$ cat config.mk
export PLATFORM = sky130hd
export DESIGN_NAME = csv_quoted_field_splitter_core
export DESIGN_NICKNAME = d
export VERILOG_FILES = /design/src/sv/csvqs_pkg.sv /design/src/sv/csvqs_step.sv /design/src/sv/csvqs_rsp_fifo.sv /design/src/sv/csv_quoted_field_splitter_core.sv
export VERILOG_INCLUDE_DIRS = /design/src /design/src/sv
export SDC_FILE = /design/constraint.sdc
export NUM_CORES = 1
export LEC_CHECK = 0
export BUFFER_PORTS_ARGS = -buffer_cell sky130_fd_sc_hd__buf_2
export CAP_MARGIN = 10
export CELL_PAD_IN_SITES_DETAIL_PLACEMENT = 1
export CELL_PAD_IN_SITES_GLOBAL_PLACEMENT = 2
export CORE_AREA = 3 3 121 123
export CTS_CLUSTER_SIZE = 24
export DETAILED_ROUTE_END_ITERATION = 8
export DIE_AREA = 0 0 124 126
export PLACE_DENSITY_LB_ADDON = 0.1
export SYNTH_ARGS = -nofsm -noshare
export SYNTH_HDL_FRONTEND = slang
export SYNTH_HIERARCHICAL = 1
export SYNTH_SLANG_ARGS = --single-unit
$ cat constraint.sdc
create_clock -name clock -period 13.6 [get_ports clock]
set_input_delay 2.04 -clock clock [delete_from_list [all_inputs] [get_ports clock]]
set_output_delay 2.04 -clock clock [all_outputs]
set_load 0.01 [all_outputs]
$ cat src/sv/csv_quoted_field_splitter_core_defines.svh
// Assertion macros shared by the splitter RTL.
`ifndef CSV_QUOTED_FIELD_SPLITTER_CORE_DEFINES_SVH
`define CSV_QUOTED_FIELD_SPLITTER_CORE_DEFINES_SVH

// Same-cycle implication, sampled on clock, off during reset.
`define CSVQS_ASSERT_IMPL(label, ante, cons, msg) \
   label: assert property (@(posedge clock) disable iff (reset) (ante) |-> (cons)) \
      else $error(msg);

// Next-cycle implication, sampled on clock, off during reset.
`define CSVQS_ASSERT_NEXT(label, ante, cons, msg) \
   label: assert property (@(posedge clock) disable iff (reset) (ante) |=> (cons)) \
      else $error(msg);

`endif

$ cat src/sv/csvqs_pkg.sv
package csvqs_pkg;

   localparam logic [7:0] QUOTE_BYTE = 8'h22;
   localparam logic [7:0] CR_BYTE    = 8'h0D;
   localparam logic [7:0] BOM_BYTE0  = 8'hEF;
   localparam logic [7:0] BOM_BYTE1  = 8'hBB;
   localparam logic [7:0] BOM_BYTE2  = 8'hBF;

   localparam logic [7:0] FIELD_SEP_RESET  = 8'd44;
   localparam logic [7:0] RECORD_SEP_RESET = 8'd10;

   localparam int CSR_IDX_W = 8;
   localparam logic [CSR_IDX_W-1:0] CSR_FIELD_SEP  = 8'd0;
   localparam logic [CSR_IDX_W-1:0] CSR_RECORD_SEP = 8'd1;

   localparam int FIFO_DEPTH = 4;
   localparam int FIFO_AW    = $clog2(FIFO_DEPTH);
   localparam int FIFO_CW    = $clog2(FIFO_DEPTH + 1);

   typedef struct packed {
      logic       in_quotes;
      logic       quote_pending;
      logic       cr_held;
      logic       field_has_bytes;
      logic       record_has_bytes;
      logic [1:0] bom_position;
      logic       bom_done;
      logic [1:0] stream_position_small;
   } state_type;

   typedef struct packed {
      logic [7:0] data_byte;
      logic       byte_valid;
      logic       field_end;
      logic       record_end;
      logic       bom_seen;
      logic       stream_error;
      logic       last;
   } result_type;

   typedef enum logic [1:0] {
      ACT_NONE,
      ACT_APPEND,
      ACT_END_FIELD,
      ACT_END_RECORD
   } action_type;

   // results of one step, in order
   typedef struct packed {
      logic [1:0] count;
      result_type res0;
      result_type res1;
   } step_out_type;

   function automatic logic [7:0] bom_byte(input logic [1:0] pos);
      logic [7:0] b;
      unique case (pos)
         2'd0:    b = BOM_BYTE0;
         2'd1:    b = BOM_BYTE1;
         2'd2:    b = BOM_BYTE2;
         default: b = 8'h00;
      endcase
      return b;
   endfunction

   function automatic result_type make_result(input logic [7:0] data, input logic valid,
                                              input logic fe, input logic re,
                                              input logic bom, input logic err);
      result_type r;
      r.data_byte    = data;
      r.byte_valid   = valid;
      r.field_end    = fe;
      r.record_end   = re;
      r.bom_seen     = bom;
      r.stream_error = err;
      r.last         = 1'b0;
      return r;
   endfunction

endpackage

$ cat src/sv/csvqs_step.sv
module csvqs_step (
   input  csvqs_pkg::state_type    state_cur,
   input  logic                    kind,
   input  logic [7:0]              in_byte,
   input  logic [7:0]              field_sep,
   input  logic [7:0]              record_sep,
   output csvqs_pkg::state_type    state_next,
   output csvqs_pkg::step_out_type step_out
);

   csvqs_pkg::state_type  pre;
   csvqs_pkg::action_type act;
   csvqs_pkg::result_type res0;
   csvqs_pkg::result_type res1;
   logic [1:0]            n;
   logic [1:0]            pos;
   logic                  escaped_quote;
   logic                  bom_hit;

   assign pos           = state_cur.stream_position_small;
   assign escaped_quote = state_cur.quote_pending && (in_byte == csvqs_pkg::QUOTE_BYTE);
   assign bom_hit       = !state_cur.bom_done && (pos != 2'd3) &&
                          (state_cur.bom_position == pos) &&
                          (in_byte == csvqs_pkg::bom_byte(pos));

   // Decide what the byte does; quote and BOM bookkeeping happen here.
   always_comb begin
      pre = state_cur;
      act = csvqs_pkg::ACT_NONE;
      if (!kind) begin
         if (pos != 2'd3) begin
            pre.stream_position_small = pos + 2'd1;
         end
         if (state_cur.quote_pending) begin
            pre.quote_pending = 1'b0;
            if (escaped_quote) begin
               act = csvqs_pkg::ACT_APPEND;
            end else begin
               pre.in_quotes = 1'b0;
            end
         end
         if (!escaped_quote) begin
            if (in_byte == record_sep) begin
               act = pre.in_quotes ? csvqs_pkg::ACT_APPEND : csvqs_pkg::ACT_END_RECORD;
            end else if (in_byte == csvqs_pkg::QUOTE_BYTE) begin
               if (pre.in_quotes) begin
                  pre.quote_pending = 1'b1;
               end else begin
                  pre.in_quotes = 1'b1;
               end
            end else if (bom_hit) begin
               pre.bom_position = state_cur.bom_position + 2'd1;
               if (state_cur.bom_position == 2'd2) begin
                  pre.bom_done = 1'b1;
               end
            end else if ((in_byte == field_sep) && !pre.in_quotes) begin
               act = csvqs_pkg::ACT_END_FIELD;
            end else begin
               act = csvqs_pkg::ACT_APPEND;
            end
         end
      end
   end

   // Build the results and the remaining state update.
   always_comb begin
      state_next = pre;
      n          = 2'd0;
      res0       = '0;
      res1       = '0;
      if (kind) begin
         if (state_cur.quote_pending) begin
            res0 = csvqs_pkg::make_result(8'h00, 1'b0, 1'b0, 1'b1,
                                          state_cur.bom_done, 1'b1);
            n    = 2'd1;
         end else if (state_cur.record_has_bytes) begin
            res0 = csvqs_pkg::make_result(8'h00, 1'b0, state_cur.field_has_bytes, 1'b1,
                                          state_cur.bom_done, 1'b0);
            n    = 2'd1;
         end
         state_next = '0;
      end else begin
         unique case (act)
            csvqs_pkg::ACT_APPEND: begin
               // a held CR goes out ahead of the new byte
               if (pre.cr_held) begin
                  res0                        = csvqs_pkg::make_result(
                     csvqs_pkg::CR_BYTE, 1'b1, 1'b0, 1'b0, pre.bom_done, 1'b0);
                  n                           = 2'd1;
                  state_next.cr_held          = 1'b0;
                  state_next.field_has_bytes  = 1'b1;
                  state_next.record_has_bytes = 1'b1;
               end
               if (in_byte == csvqs_pkg::CR_BYTE) begin
                  state_next.cr_held = 1'b1;
               end else begin
                  if (pre.cr_held) begin
                     res1 = csvqs_pkg::make_result(in_byte, 1'b1, 1'b0, 1'b0,
                                                   pre.bom_done, 1'b0);
                     n    = 2'd2;
                  end else begin
                     res0 = csvqs_pkg::make_result(in_byte, 1'b1, 1'b0, 1'b0,
                                                   pre.bom_done, 1'b0);
                     n    = 2'd1;
                  end
                  state_next.field_has_bytes  = 1'b1;
                  state_next.record_has_bytes = 1'b1;
               end
            end
            csvqs_pkg::ACT_END_FIELD: begin
               if (pre.cr_held) begin
                  res0 = csvqs_pkg::make_result(csvqs_pkg::CR_BYTE, 1'b1, 1'b1, 1'b0,
                                                pre.bom_done, 1'b0);
               end else begin
                  res0 = csvqs_pkg::make_result(8'h00, 1'b0, 1'b1, 1'b0,
                                                pre.bom_done, 1'b0);
               end
               n                           = 2'd1;
               state_next.cr_held          = 1'b0;
               state_next.field_has_bytes  = 1'b0;
               state_next.record_has_bytes = 1'b1;
            end
            csvqs_pkg::ACT_END_RECORD: begin
               // held CR is dropped; empty records give nothing
               if (pre.record_has_bytes) begin
                  res0 = csvqs_pkg::make_result(8'h00, 1'b0, pre.field_has_bytes, 1'b1,
                                                pre.bom_done, 1'b0);
                  n    = 2'd1;
               end
               state_next.cr_held          = 1'b0;
               state_next.field_has_bytes  = 1'b0;
               state_next.record_has_bytes = 1'b0;
               state_next.in_quotes        = 1'b0;
               state_next.quote_pending    = 1'b0;
            end
            default: begin
            end
         endcase
      end
      if (n == 2'd1) begin
         res0.last = 1'b1;
      end
      if (n == 2'd2) begin
         res1.last = 1'b1;
      end
   end

   assign step_out.count = n;
   assign step_out.res0  = res0;
   assign step_out.res1  = res1;

endmodule

$ cat src/sv/csvqs_rsp_fifo.sv
`include "csv_quoted_field_splitter_core_defines.svh"

module csvqs_rsp_fifo (
   input  logic                              clock,
   input  logic                              reset,
   input  logic [1:0]                        push_n,
   input  csvqs_pkg::result_type             push0,
   input  csvqs_pkg::result_type             push1,
   input  logic                              pop,
   output csvqs_pkg::result_type             head,
   output logic                              not_empty,
   output logic                              room2
);

   csvqs_pkg::result_type            mem [csvqs_pkg::FIFO_DEPTH];
   logic [csvqs_pkg::FIFO_AW-1:0]    wr_ff;
   logic [csvqs_pkg::FIFO_AW-1:0]    wr_in;
   logic [csvqs_pkg::FIFO_AW-1:0]    wr_next_slot;
   logic [csvqs_pkg::FIFO_AW-1:0]    rd_ff;
   logic [csvqs_pkg::FIFO_AW-1:0]    rd_in;
   logic [csvqs_pkg::FIFO_CW-1:0]    cnt_ff;
   logic [csvqs_pkg::FIFO_CW-1:0]    cnt_in;

   assign wr_next_slot = wr_ff + csvqs_pkg::FIFO_AW'(1);
   assign wr_in        = wr_ff + csvqs_pkg::FIFO_AW'(push_n);
   assign rd_in        = rd_ff + csvqs_pkg::FIFO_AW'(pop);
   assign cnt_in       = cnt_ff + csvqs_pkg::FIFO_CW'(push_n) - csvqs_pkg::FIFO_CW'(pop);

   always_ff @(posedge clock) begin
      if (reset) begin
         wr_ff  <= '0;
         rd_ff  <= '0;
         cnt_ff <= '0;
      end else begin
         wr_ff  <= wr_in;
         rd_ff  <= rd_in;
         cnt_ff <= cnt_in;
      end
   end

   always_ff @(posedge clock) begin
      if (push_n != 2'd0) begin
         mem[wr_ff] <= push0;
      end
      if (push_n == 2'd2) begin
         mem[wr_next_slot] <= push1;
      end
   end

   assign head      = mem[rd_ff];
   assign not_empty = (cnt_ff != '0);
   // two free slots needed: one item can yield two results
   assign room2     = (cnt_ff <= csvqs_pkg::FIFO_CW'(csvqs_pkg::FIFO_DEPTH - 2));

   `CSVQS_ASSERT_IMPL(a_fifo_bound, 1'b1, cnt_ff <= csvqs_pkg::FIFO_CW'(csvqs_pkg::FIFO_DEPTH), "result queue count beyond depth")
   `CSVQS_ASSERT_IMPL(a_fifo_no_overflow, push_n != 2'd0, cnt_in <= csvqs_pkg::FIFO_CW'(csvqs_pkg::FIFO_DEPTH), "result queue overflow")
   `CSVQS_ASSERT_NEXT(a_fifo_drain, pop && (push_n == 2'd0), cnt_ff == csvqs_pkg::FIFO_CW'($past(cnt_ff) - 1'b1), "pop did not lower count")

endmodule

$ cat src/sv/csv_quoted_field_splitter_core.sv
// CSV splitter with RFC 4180 quoting: takes one byte (or an end-of-stream item) per req
// transfer and gives field bytes with field-end and record-end marks on rsp. A byte is
// accepted every cycle while req_ready is high; its state update is a single pass of logic
// between the parser state register and a four-entry result queue. Most bytes give zero or
// one result; a content byte other than CR that releases a held CR gives two. req_ready
// drops only while the queue holds more than two results. csr writes are always taken, as
// csr_ready is tied high, and must only be issued while the block is idle; indexes other
// than 0 and 1 are ignored.
`include "csv_quoted_field_splitter_core_defines.svh"

module csv_quoted_field_splitter_core (
   input  logic                            clock,
   input  logic                            reset,
   input  logic                            req_valid,
   output logic                            req_ready,
   input  logic                            req_kind,
   input  logic [7:0]                      req_in_byte,
   output logic                            rsp_valid,
   input  logic                            rsp_ready,
   output logic [7:0]                      rsp_data_byte,
   output logic                            rsp_byte_valid,
   output logic                            rsp_field_end,
   output logic                            rsp_record_end,
   output logic                            rsp_bom_seen,
   output logic                            rsp_stream_error,
   output logic                            rsp_last,
   input  logic                            csr_valid,
   output logic                            csr_ready,
   input  logic [csvqs_pkg::CSR_IDX_W-1:0] csr_index,
   input  logic [7:0]                      csr_data
);

   csvqs_pkg::state_type    state_ff;
   csvqs_pkg::state_type    state_in;
   csvqs_pkg::step_out_type step_out;
   csvqs_pkg::result_type   head;
   logic [7:0]              field_sep_ff;
   logic [7:0]              record_sep_ff;
   logic                    req_xfer;
   logic                    pop;
   logic                    not_empty;
   logic                    room2;
   logic [1:0]              push_n;

   assign csr_ready = 1'b1;

   always_ff @(posedge clock) begin
      if (reset) begin
         field_sep_ff  <= csvqs_pkg::FIELD_SEP_RESET;
         record_sep_ff <= csvqs_pkg::RECORD_SEP_RESET;
      end else if (csr_valid) begin
         unique case (csr_index)
            csvqs_pkg::CSR_FIELD_SEP:  field_sep_ff  <= csr_data;
            csvqs_pkg::CSR_RECORD_SEP: record_sep_ff <= csr_data;
            default: begin
            end
         endcase
      end
   end

   assign req_ready = room2;
   assign req_xfer  = req_valid && req_ready;

   csvqs_step u_step (
      .state_cur  (state_ff),
      .kind       (req_kind),
      .in_byte    (req_in_byte),
      .field_sep  (field_sep_ff),
      .record_sep (record_sep_ff),
      .state_next (state_in),
      .step_out   (step_out)
   );

   always_ff @(posedge clock) begin
      if (reset) begin
         state_ff <= '0;
      end else if (req_xfer) begin
         state_ff <= state_in;
      end
   end

   assign push_n = req_xfer ? step_out.count : 2'd0;
   assign pop    = rsp_valid && rsp_ready;

   csvqs_rsp_fifo u_rsp_fifo (
      .clock     (clock),
      .reset     (reset),
      .push_n    (push_n),
      .push0     (step_out.res0),
      .push1     (step_out.res1),
      .pop       (pop),
      .head      (head),
      .not_empty (not_empty),
      .room2     (room2)
   );

   assign rsp_valid        = not_empty;
   assign rsp_data_byte    = head.data_byte;
   assign rsp_byte_valid   = head.byte_valid;
   assign rsp_field_end    = head.field_end;
   assign rsp_record_end   = head.record_end;
   assign rsp_bom_seen     = head.bom_seen;
   assign rsp_stream_error = head.stream_error;
   assign rsp_last         = head.last;

   `CSVQS_ASSERT_NEXT(a_eos_clears_state, req_xfer && req_kind, state_ff == '0, "state not cleared after end of stream")
   `CSVQS_ASSERT_IMPL(a_two_results_last, step_out.count == 2'd2, !step_out.res0.last && step_out.res1.last, "last mark misplaced on two-result item")
   `CSVQS_ASSERT_IMPL(a_error_ends_record, rsp_valid && rsp_stream_error, rsp_record_end && rsp_last && !rsp_byte_valid, "error result without record end")

endmodule
Word level (Yosys, flattened, before mapping)
Memories as Yosys holds them, arrays and structs flattened. A register that Yosys moved wholly into a read port is not among the register bits.
Index checks and enable logic that the tools add are counted.
- word-level logic and storage cells: 123
- input bits: 30
- output and inout bits: 17
- memory bits (writable): 56
- register bits after elaboration: 33
- memories kept: 1
- memories (name ; words ; width ; rd ports ; clocked after memory_dff ; write ports ; line ; source):
    u_rsp_fifo.mem ; 4 ; 14 ; 1 ; 1 ; 2 ; csvqs_rsp_fifo.sv:15 ; csvqs_pkg::result_type mem [csvqs_pkg::FIFO_DEPTH];
- reductions and logical operators: 22
- equal/unequal tests: 21
- add/sub/neg operators: 7
- $lt $le $gt $ge: 1
- mux-type cells: 58
- operators by type and width (kind ; number):
    14-bit two-way mux ; 8
    2-bit two-way mux ; 22
    14-bit case mux with 3 select lines ; 1
    8-bit == test ; 3
    8-bit case mux with 3 select lines ; 1
    10-bit two-way mux ; 2
    5-bit two-way mux ; 4
    1-bit two-way mux ; 14
    2-bit == test (second input constant) ; 6
    3-bit two-way mux ; 4
    3-bit case mux with 3 select lines ; 1
    8-bit by 1-bit == test with 1-bit output (second input constant) ; 1
    8-bit by 4-bit == test with 1-bit output (second input constant) ; 1
    8-bit by 6-bit == test with 1-bit output (second input constant) ; 1
    8-bit logical NOT ; 1
    2-bit != test (second input constant) ; 4
    2-bit AND reduction ; 4
    1-bit logical AND ; 7
    2-bit by 1-bit adder with 2-bit output (second input constant) ; 3
    2-bit by 1-bit == test with 1-bit output (second input constant) ; 3
    2-bit case mux with 3 select lines ; 1
    2-bit nonzero test ; 3
    5-bit AND reduction ; 1
    4-bit != test (second input constant) ; 1
    11 further kinds ; 12

Depth between registers and ports, before layout
Gate-level depths: netlist (run 1).
- depth after elaboration: 20
- depth in mapped cells: 16

Modules after synthesis
Netlist (run 1), hierarchy kept.
- by module, submodules not included (module ; cells each ; times used ; area each (um^2)):
    csvqs_rsp_fifo ; 178 ; 1 ; 3245.6
    csvqs_step ; 161 ; 1 ; 1136.1
    csv_quoted_field_splitter_core ; 120 ; 1 ; 1072.3

Least setup slack after synthesis (run 1)
OpenSTA, ideal clock, no wires.
- path kind: input -> register
- start point: input req_in_byte[4]
- end point: memory u_rsp_fifo/mem[0][0] in the netlist's numbering, enable pin
- arrival time: 5.274 ns
- cell stages on the path: 11
- setup time: 0.407 ns
- path buffers: 2
- setup slack: 7.919 ns
- cells stage by stage: buf_2 or3_1 or3_1 clkbuf_1 inv_1 ha_1 nor3b_1 o31a_1 and3_1 nor2_1 o31ai_1
- RTL lines (what ; line ; source):
    start, declared ; csv_quoted_field_splitter_core.sv:17 ; input logic [7:0] req_in_byte,
    end, declared ; csvqs_rsp_fifo.sv:15 ;

==> results_dict.tcl, run 1 <==
set metrics [dict create \
    run_status "completed" \
    crit_top_cell "and2_1" \
    dr.pass1.iters 4 \
    grt.total_usage_pct 18.88 \
    crit_slowest_cell "nor4bb_2" \
    cts_tree "built" \
    rrSetupSlack_ns 9.02 \
    first_iter_violations 172 \
    clk_pin_slew_ns 0.07 \
    start_util_pct 39.60 \
    startpoint_type "primary input" \
    netlist_instances 459 \
    rr_worst_depth 12 \
    setup_viol 0 \
    port_buffers 45 \
    dieWidth_um 124 \
    max_stage_delay_ns 0.88 \
    gp_congestion 0.7584 \
    vias_per_cell 5.410 \
    n_antenna_cell 0 \
    synth_edf_count 56 \
    power.leakage_uw 0.002257 \
    async_flop_share_pct 0 \
    slew_violations 0 \
    clk_latency_ns 0.34 \
    yosys-top-cells-area "edfxtp_1 31%, dfxtp_1 12%, mux2_2 9.3%" \
    crit_arrival_ns 5.93 \
    grt_pass1_wl_um 22270 \
    met3_usage_pct 3.592 \
    rows 43 \
    cts_hold_buf 0 \
    finalHoldViolCount 0 \
    rr_startpoint "state_ff[0]" \
    busiest_layer "met2" \
    p_int_uw 508.9 \
    routedWlPerCell_um 20.47 \
    fmax_mhz 171.5 \
    powerDensity_nw_per_um2 119.0 \
    final_common_cell "edfxtp_1" \
    synth_ff_type "edfxtp_1" \
    area_delta_synth_final_pct 10.39 \
    pwr-share-comb_pct 21.8 \
    ys_seq_area_share_pct 42.95 \
    place_hpwl_um 10340 \
    fillCellCount 1509 \
    syn_area_um2 5454 \
    netlist.area_leader.share_pct 30.83 \
    drt_drc_violations_left 0 \
    routed_wl_um 13780 \
    use_met1_pct 24.70 \
    grt_start_max_net_pins 42 \
    num_io_pins 47 \
    use_met2_pct 31.91 \
    yosys_register_bits 89 \
    final_cell_mix "56 x edfxtp_1, 45 x buf_2, 45 x mux2_2, 33 x dfxtp_1, 31 x nand2_1" \
    worstSetupPathType "in2reg" \
    via_count 3641 \
    cp.required_ns 13.70 \
    rr_endpoint "u_rsp_fifo/mem[3][10]" \
    maxSlewHeadroom_pct 21.41 \
    tns_ns 0 \
    swShare_pct 28.99 \
    hp-class "reg2reg" \
    worstHoldEndpoint "state_ff[6]" \
    hp-start "state_ff[6]" \
    rsz0062_at_grt "false" \
    ctsLongestPathBuffers 2 \
    die-area_um2 15620 \
    switching_power_uw 207.7 \
    synth_top_area_cell "edfxtp_1" \
    seqPwrFrac_pct 45.7 \
    layout-drive-gt1-share_pct 33.47 \
    min_path_cells 2 \
    end_kind "flop" \
    cts.sinks 89 \
    core_area_um2 13770 \
    worstPathCellList "buf_2 -> xor2_1 -> nor4_2 -> and2_1 -> or3_4 -> and3_4 -> and2_1 -> and3_1 -> nor4bb_2 -> buf_4 -> mux2_2" \
    peakVddDrop_mv 0.05436 \
    cts_htree_levels 3 \
    syn_avg_cell_area_um2 11.88 \
    cap_viol_max_count 0 \
    cts-resized-gates 0 \
    yosys_warnings 6 \
    pwr-share-clk_pct 32.6 \
    antenna_found_initial 0 \
    cts_root_buffer "clkbuf_16" \
    finalNetCount 530 \
    synth_cell_types 74 \
    clock_skew_ns 0.006282 \
    overflow 0 \
    hold_ws_ns 0.4790 \
    period_share_pct 42.86 \
    die_h_um 126 \
    grt_pass1_vias 3903 \
    worst_pin_slew_ns 1.174 \
    numCtsBuffers 9 \
    cp_max_fo 15 \
    fin_crit_ns 5.830 \
    ant_nets 0 \
    cts_setup_buffers 0 \
]
metal layers:
metal	vias up	part of all wire, %	routed length [µm]
met5	-	0	0
met4	0	1.4	189
met3	12	2.3	313
met2	49	51	7067
met1	1827	45	6205
li1	1753	-	-
cell families after synthesis:
group,count (synthesis),share of synthesized area (%)
muxes,85,20.78
DFF,89,42.95
adders and majority gates,12,2.891
AOI/OAI and AO/OA,51,6.859
buffers and inverters,47,5.093
xor gates and xnor gates,23,4.221
and+or+nand+nor,150,17.07
other,2,0.1377
area by class of cell:
cell class                      instances  area (µm²)  area share, %
Clock buffer                            9       225.2          3.741
Tap cell                              180       225.2          3.741
Inverter                               15       56.30         0.9352
Sequential cell                        89        2342          38.90
Clock inverter                          7       52.55         0.8728
Multi-Input combinational cell        325        2864          47.57
Timing Repair Buffer                   48       255.2          4.239
power groups by stage:
stage	combinational, µW	clock [µW]	sequential [µW]
6_report	156	233	327
5_1_grt	173	255	331
4_1_cts	160	242	328
3_5_place_dp	159	0	334
3_3_place_gp	157	0	333
2_1_floorplan	122	0	316
worst max-delay path, delay by kind of cell:
family                    cells  cell delay [ns]
and+or+nand+nor               7             2.88
buffers and inverters         2             0.46
muxes                         1             0.35
xor gates and xnor gates      1             0.18
through the flow:
step | util, % | setup WS (ns) | instance area [µm²] | std cells | power (µW)
6_report | 43.71 | 7.770 | 6021 | 673 | 716.6
4_1_cts | 43.71 | 7.801 | 6021 | 673 | 731.1
3_3_place_gp | 41.59 | 7.218 | 5728 | 656 | 489.9
3_5_place_dp | 41.70 | 7.410 | 5743 | 657 | 493.3
5_1_grt | 43.71 | 7.548 | 6021 | 673 | 759.0
2_1_floorplan | - | 7.919 | 5461 | 461 | 438.5
cells in the mapped netlist, types with 2 or more instances:
cell type and number:
conb_1 2, and2_1 5, a31o_2 4, o31a_1 2
nor4b_1 2, nand2b_1 17, ha_1 11, nor2b_1 5
nor4_2 2, nor2_1 26, buf_2 8, mux2i_1 15
nand2_1 31, mux4_2 14, or3_1 5, nor4bb_1 2
dfxtp_1 33, or4_4 2, xor2_1 19, buf_6 7
nand4_1 3, mux2_4 10, nand3_1 5, a21oi_1 17
o31ai_1 4, nor3b_1 2, edfxtp_1 56, clkbuf_1 10
and3_1 13, nor4_1 6, buf_4 6, a31oi_1 4
a211oi_2 2, xnor2_1 2, o21ai_0 4, mux2_2 45
nor3_1 7, inv_1 14, or3_4 2
worst max path at each step:
| stage | to | start | slack [ns] |
|---|---|---|---|
| finish | u_rsp_fifo/mem[3][10] | req_in_byte[5] | 7.77 |
| global route | u_rsp_fifo/mem[3][10] | req_in_byte[5] | 7.55 |
| global placement | u_rsp_fifo/mem[2][4] | req_in_byte[5] | 7.22 |
| CTS | u_rsp_fifo/mem[3][10] | req_in_byte[5] | 7.80 |
| floorplan | u_rsp_fifo/mem[0][0] | req_in_byte[4] | 7.92 |
| detailed placement | u_rsp_fifo/mem[3][10] | req_in_byte[5] | 7.41 |
sequential cells by signal, summed over array words and instances (netlist names):
| name | cells |
|---|---|
| u_rsp_fifo/mem | 56 |
| record_sep_ff | 8 |
| field_sep_ff | 8 |
| u_rsp_fifo/wr_ff | 2 |
| u_rsp_fifo/rd_ff | 2 |
| state_ff | 10 |
| u_rsp_fifo/cnt_ff | 3 |
(Power assumes the default switching activity.)
==> run 2, diff against run 1 <==
--- a/config.mk
+++ b/config.mk
@@ -10,10 +10,10 @@
 export CAP_MARGIN = 10
 export CELL_PAD_IN_SITES_DETAIL_PLACEMENT = 1
 export CELL_PAD_IN_SITES_GLOBAL_PLACEMENT = 2
-export CORE_AREA = 3 3 121 123
+export CORE_AREA = 3 3 126 128
 export CTS_CLUSTER_SIZE = 24
 export DETAILED_ROUTE_END_ITERATION = 8
-export DIE_AREA = 0 0 124 126
+export DIE_AREA = 0 0 129 131
 export PLACE_DENSITY_LB_ADDON = 0.1
 export SYNTH_ARGS = -nofsm -noshare
 export SYNTH_HDL_FRONTEND = slang
==> constraint.sdc (replaced) <==
create_clock -name clock -period 4.9 [get_ports clock]
set_input_delay 0.735 -clock clock [delete_from_list [all_inputs] [get_ports clock]]
set_output_delay 0.735 -clock clock [all_outputs]
set_load 0.01 [all_outputs]
==> results_dict.tcl, run 2 (same netlist as run 1, synthesis figures left out) <==
set metrics [dict create \
    run_status "completed" \
    final_common_cell "edfxtp_1" \
    slew_violations 0 \
    startpoint_type "primary input" \
    start_util_pct 36.42 \
    tns_ns 0 \
    cts_htree_levels 3 \
    hold_ws_ns 0.4772 \
    antenna_found_initial 0 \
    via_count 3610 \
    final_cell_mix "56 x edfxtp_1, 45 x buf_2, 45 x mux2_2, 33 x dfxtp_1, 31 x nand2_1" \
    port_buffers 45 \
    routedWlPerCell_um 20.17 \
    end_kind "flop" \
    placed_area_um2 5779 \
    crit_arrival_ns 4.16 \
    finalHoldViolCount 0 \
    reg.largest.list "u_rsp_fifo/mem (56), state_ff (10)" \
    rsz0062_at_grt "false" \
    cp_max_fo 9 \
    fin_crit_ns 4.051 \
    ctsLongestPathBuffers 2 \
    worstPathCellList "buf_2 -> or3_1 -> or3_1 -> inv_1 -> ha_1 -> nor3b_1 -> o31a_1 -> and3_1 -> nor4bb_4 -> buf_4 -> buf_4 -> mux2_2" \
    n_antenna_cell 0 \
    max_stage_delay_ns 0.51 \
    grt.total_usage_pct 17.48 \
    fillCellCount 1627 \
    period_share_pct 82.68 \
    area_delta_synth_final_pct 10.74 \
    fin_util_pct 40.33 \
    num_io_pins 47 \
    layout-drive-gt1-share_pct 33.27 \
    setup_viol 0 \
    peakVddDrop_mv 0.1381 \
    die_h_um 131 \
    crit_slowest_cell "or3_1" \
    cts.sinks 89 \
    total_power_uw 1961 \
    cap_viol_max_count 0 \
    place_hpwl_um 10130 \
    finalNetCount 536 \
    drt_drc_violations_left 0 \
    worst_pin_slew_ns 1.086 \
    powerDensity_nw_per_um2 324.7 \
    largest_reg_flops 56 \
    die-area_um2 16900 \
    worstSetupPathType "in2reg" \
    clock_skew_ns 0.008562 \
    numCtsBuffers 9 \
    power.leakage_uw 0.002270 \
    cts_hold_buf 0 \
    vias_per_cell 5.255 \
    rows 45 \
    dieWidth_um 129 \
    grt_start_max_net_pins 42 \
    hp-class "reg2reg" \
    cts-resized-gates 0 \
    core_area_um2 14980 \
    overflow 0 \
    dr.pass1.iters 4 \
    cts_root_buffer "clkbuf_16" \
    ant_nets 0 \
    routed_wl_um 13860 \
    grt_pass1_vias 3860 \
    clk_latency_ns 0.35 \
    grt_pass1_wl_um 22140 \
    regMostFlops "u_rsp_fifo/mem" \
    first_iter_violations 172 \
    maxSlewHeadroom_pct 27.49 \
    clk_pin_slew_ns 0.07 \
    cts_setup_buffers 0 \
    cts_tree "built" \
    gp_congestion 0.8112 \
    final_area_um2 6040 \
    fmax_mhz 246.8 \
    cp.required_ns 5.00 \
]
==> run 2: cell count changes in the layout (fill, tap and decap cells not counted), sizes merged <==
cell	previous run	this run
inv	17	15
buf	48	54
clkinv	4	1
clkinvlp	1	2
clkbuf	9	13
==> run 2: worst paths after layout <==
| kind | cells after the start | startpoint | end | slack (ns) |
|---|---|---|---|---|
| worst max-delay path | 12 | req_in_byte[4] | u_rsp_fifo/mem[2][2] | 0.85 |
| worst min-delay path | 2 | state_ff[6] | state_ff[6] | 0.48 |
| worst max register to register | 13 | state_ff[0] | u_rsp_fifo/mem[2][2] | 0.85 |
| worst min register to register | 2 | state_ff[6] | state_ff[6] | 0.48 |
==> run 2: final cells by class <==
class,count,area [µm²],share of cell area (%)
clock inverters,3,20.02,0.3315
flip-flops and latches,89,2342,38.78
repair buffers,54,292.8,4.848
clock buffers,13,240.2,3.978
multi-input cells,325,2853,47.23
inverters,15,56.30,0.9323
well taps,188,235.2,3.895
==> run 2: power breakdown <==
group	internal, µW	switching, µW
logic	221	204
clock network	344	284
registers	842	65.7
==> run 2: per-stage QoR <==
step,setup slack (ns),cells
2_1_floorplan,0.5237,461
3_3_place_gp,0.4737,671
3_5_place_dp,0.4562,671
4_1_cts,0.8006,687
5_1_grt,0.5566,687
6_report,0.8489,687
==> run 2: worst max-delay path, delay by kind of cell <==
kind | cells | cell delay (ns)
AO/OA/AOI/OAI | 1 | 0.28
adder cells (fa/ha/maj) | 1 | 0.26
buffers and inverters | 4 | 0.79
multiplexers | 1 | 0.36
AND/OR/NAND/NOR | 5 | 1.72
==> run 2: routing by layer <==
metal / global-route usage (%) / routed length [µm] / up-vias
li1: - / - / 1756
met3: 2.927 / 298 / 12
met4: 5.683 / 175 / 0
met1: 21.92 / 6119 / 1797
met2: 30.73 / 7264 / 45
met5: 0 / 0 / -
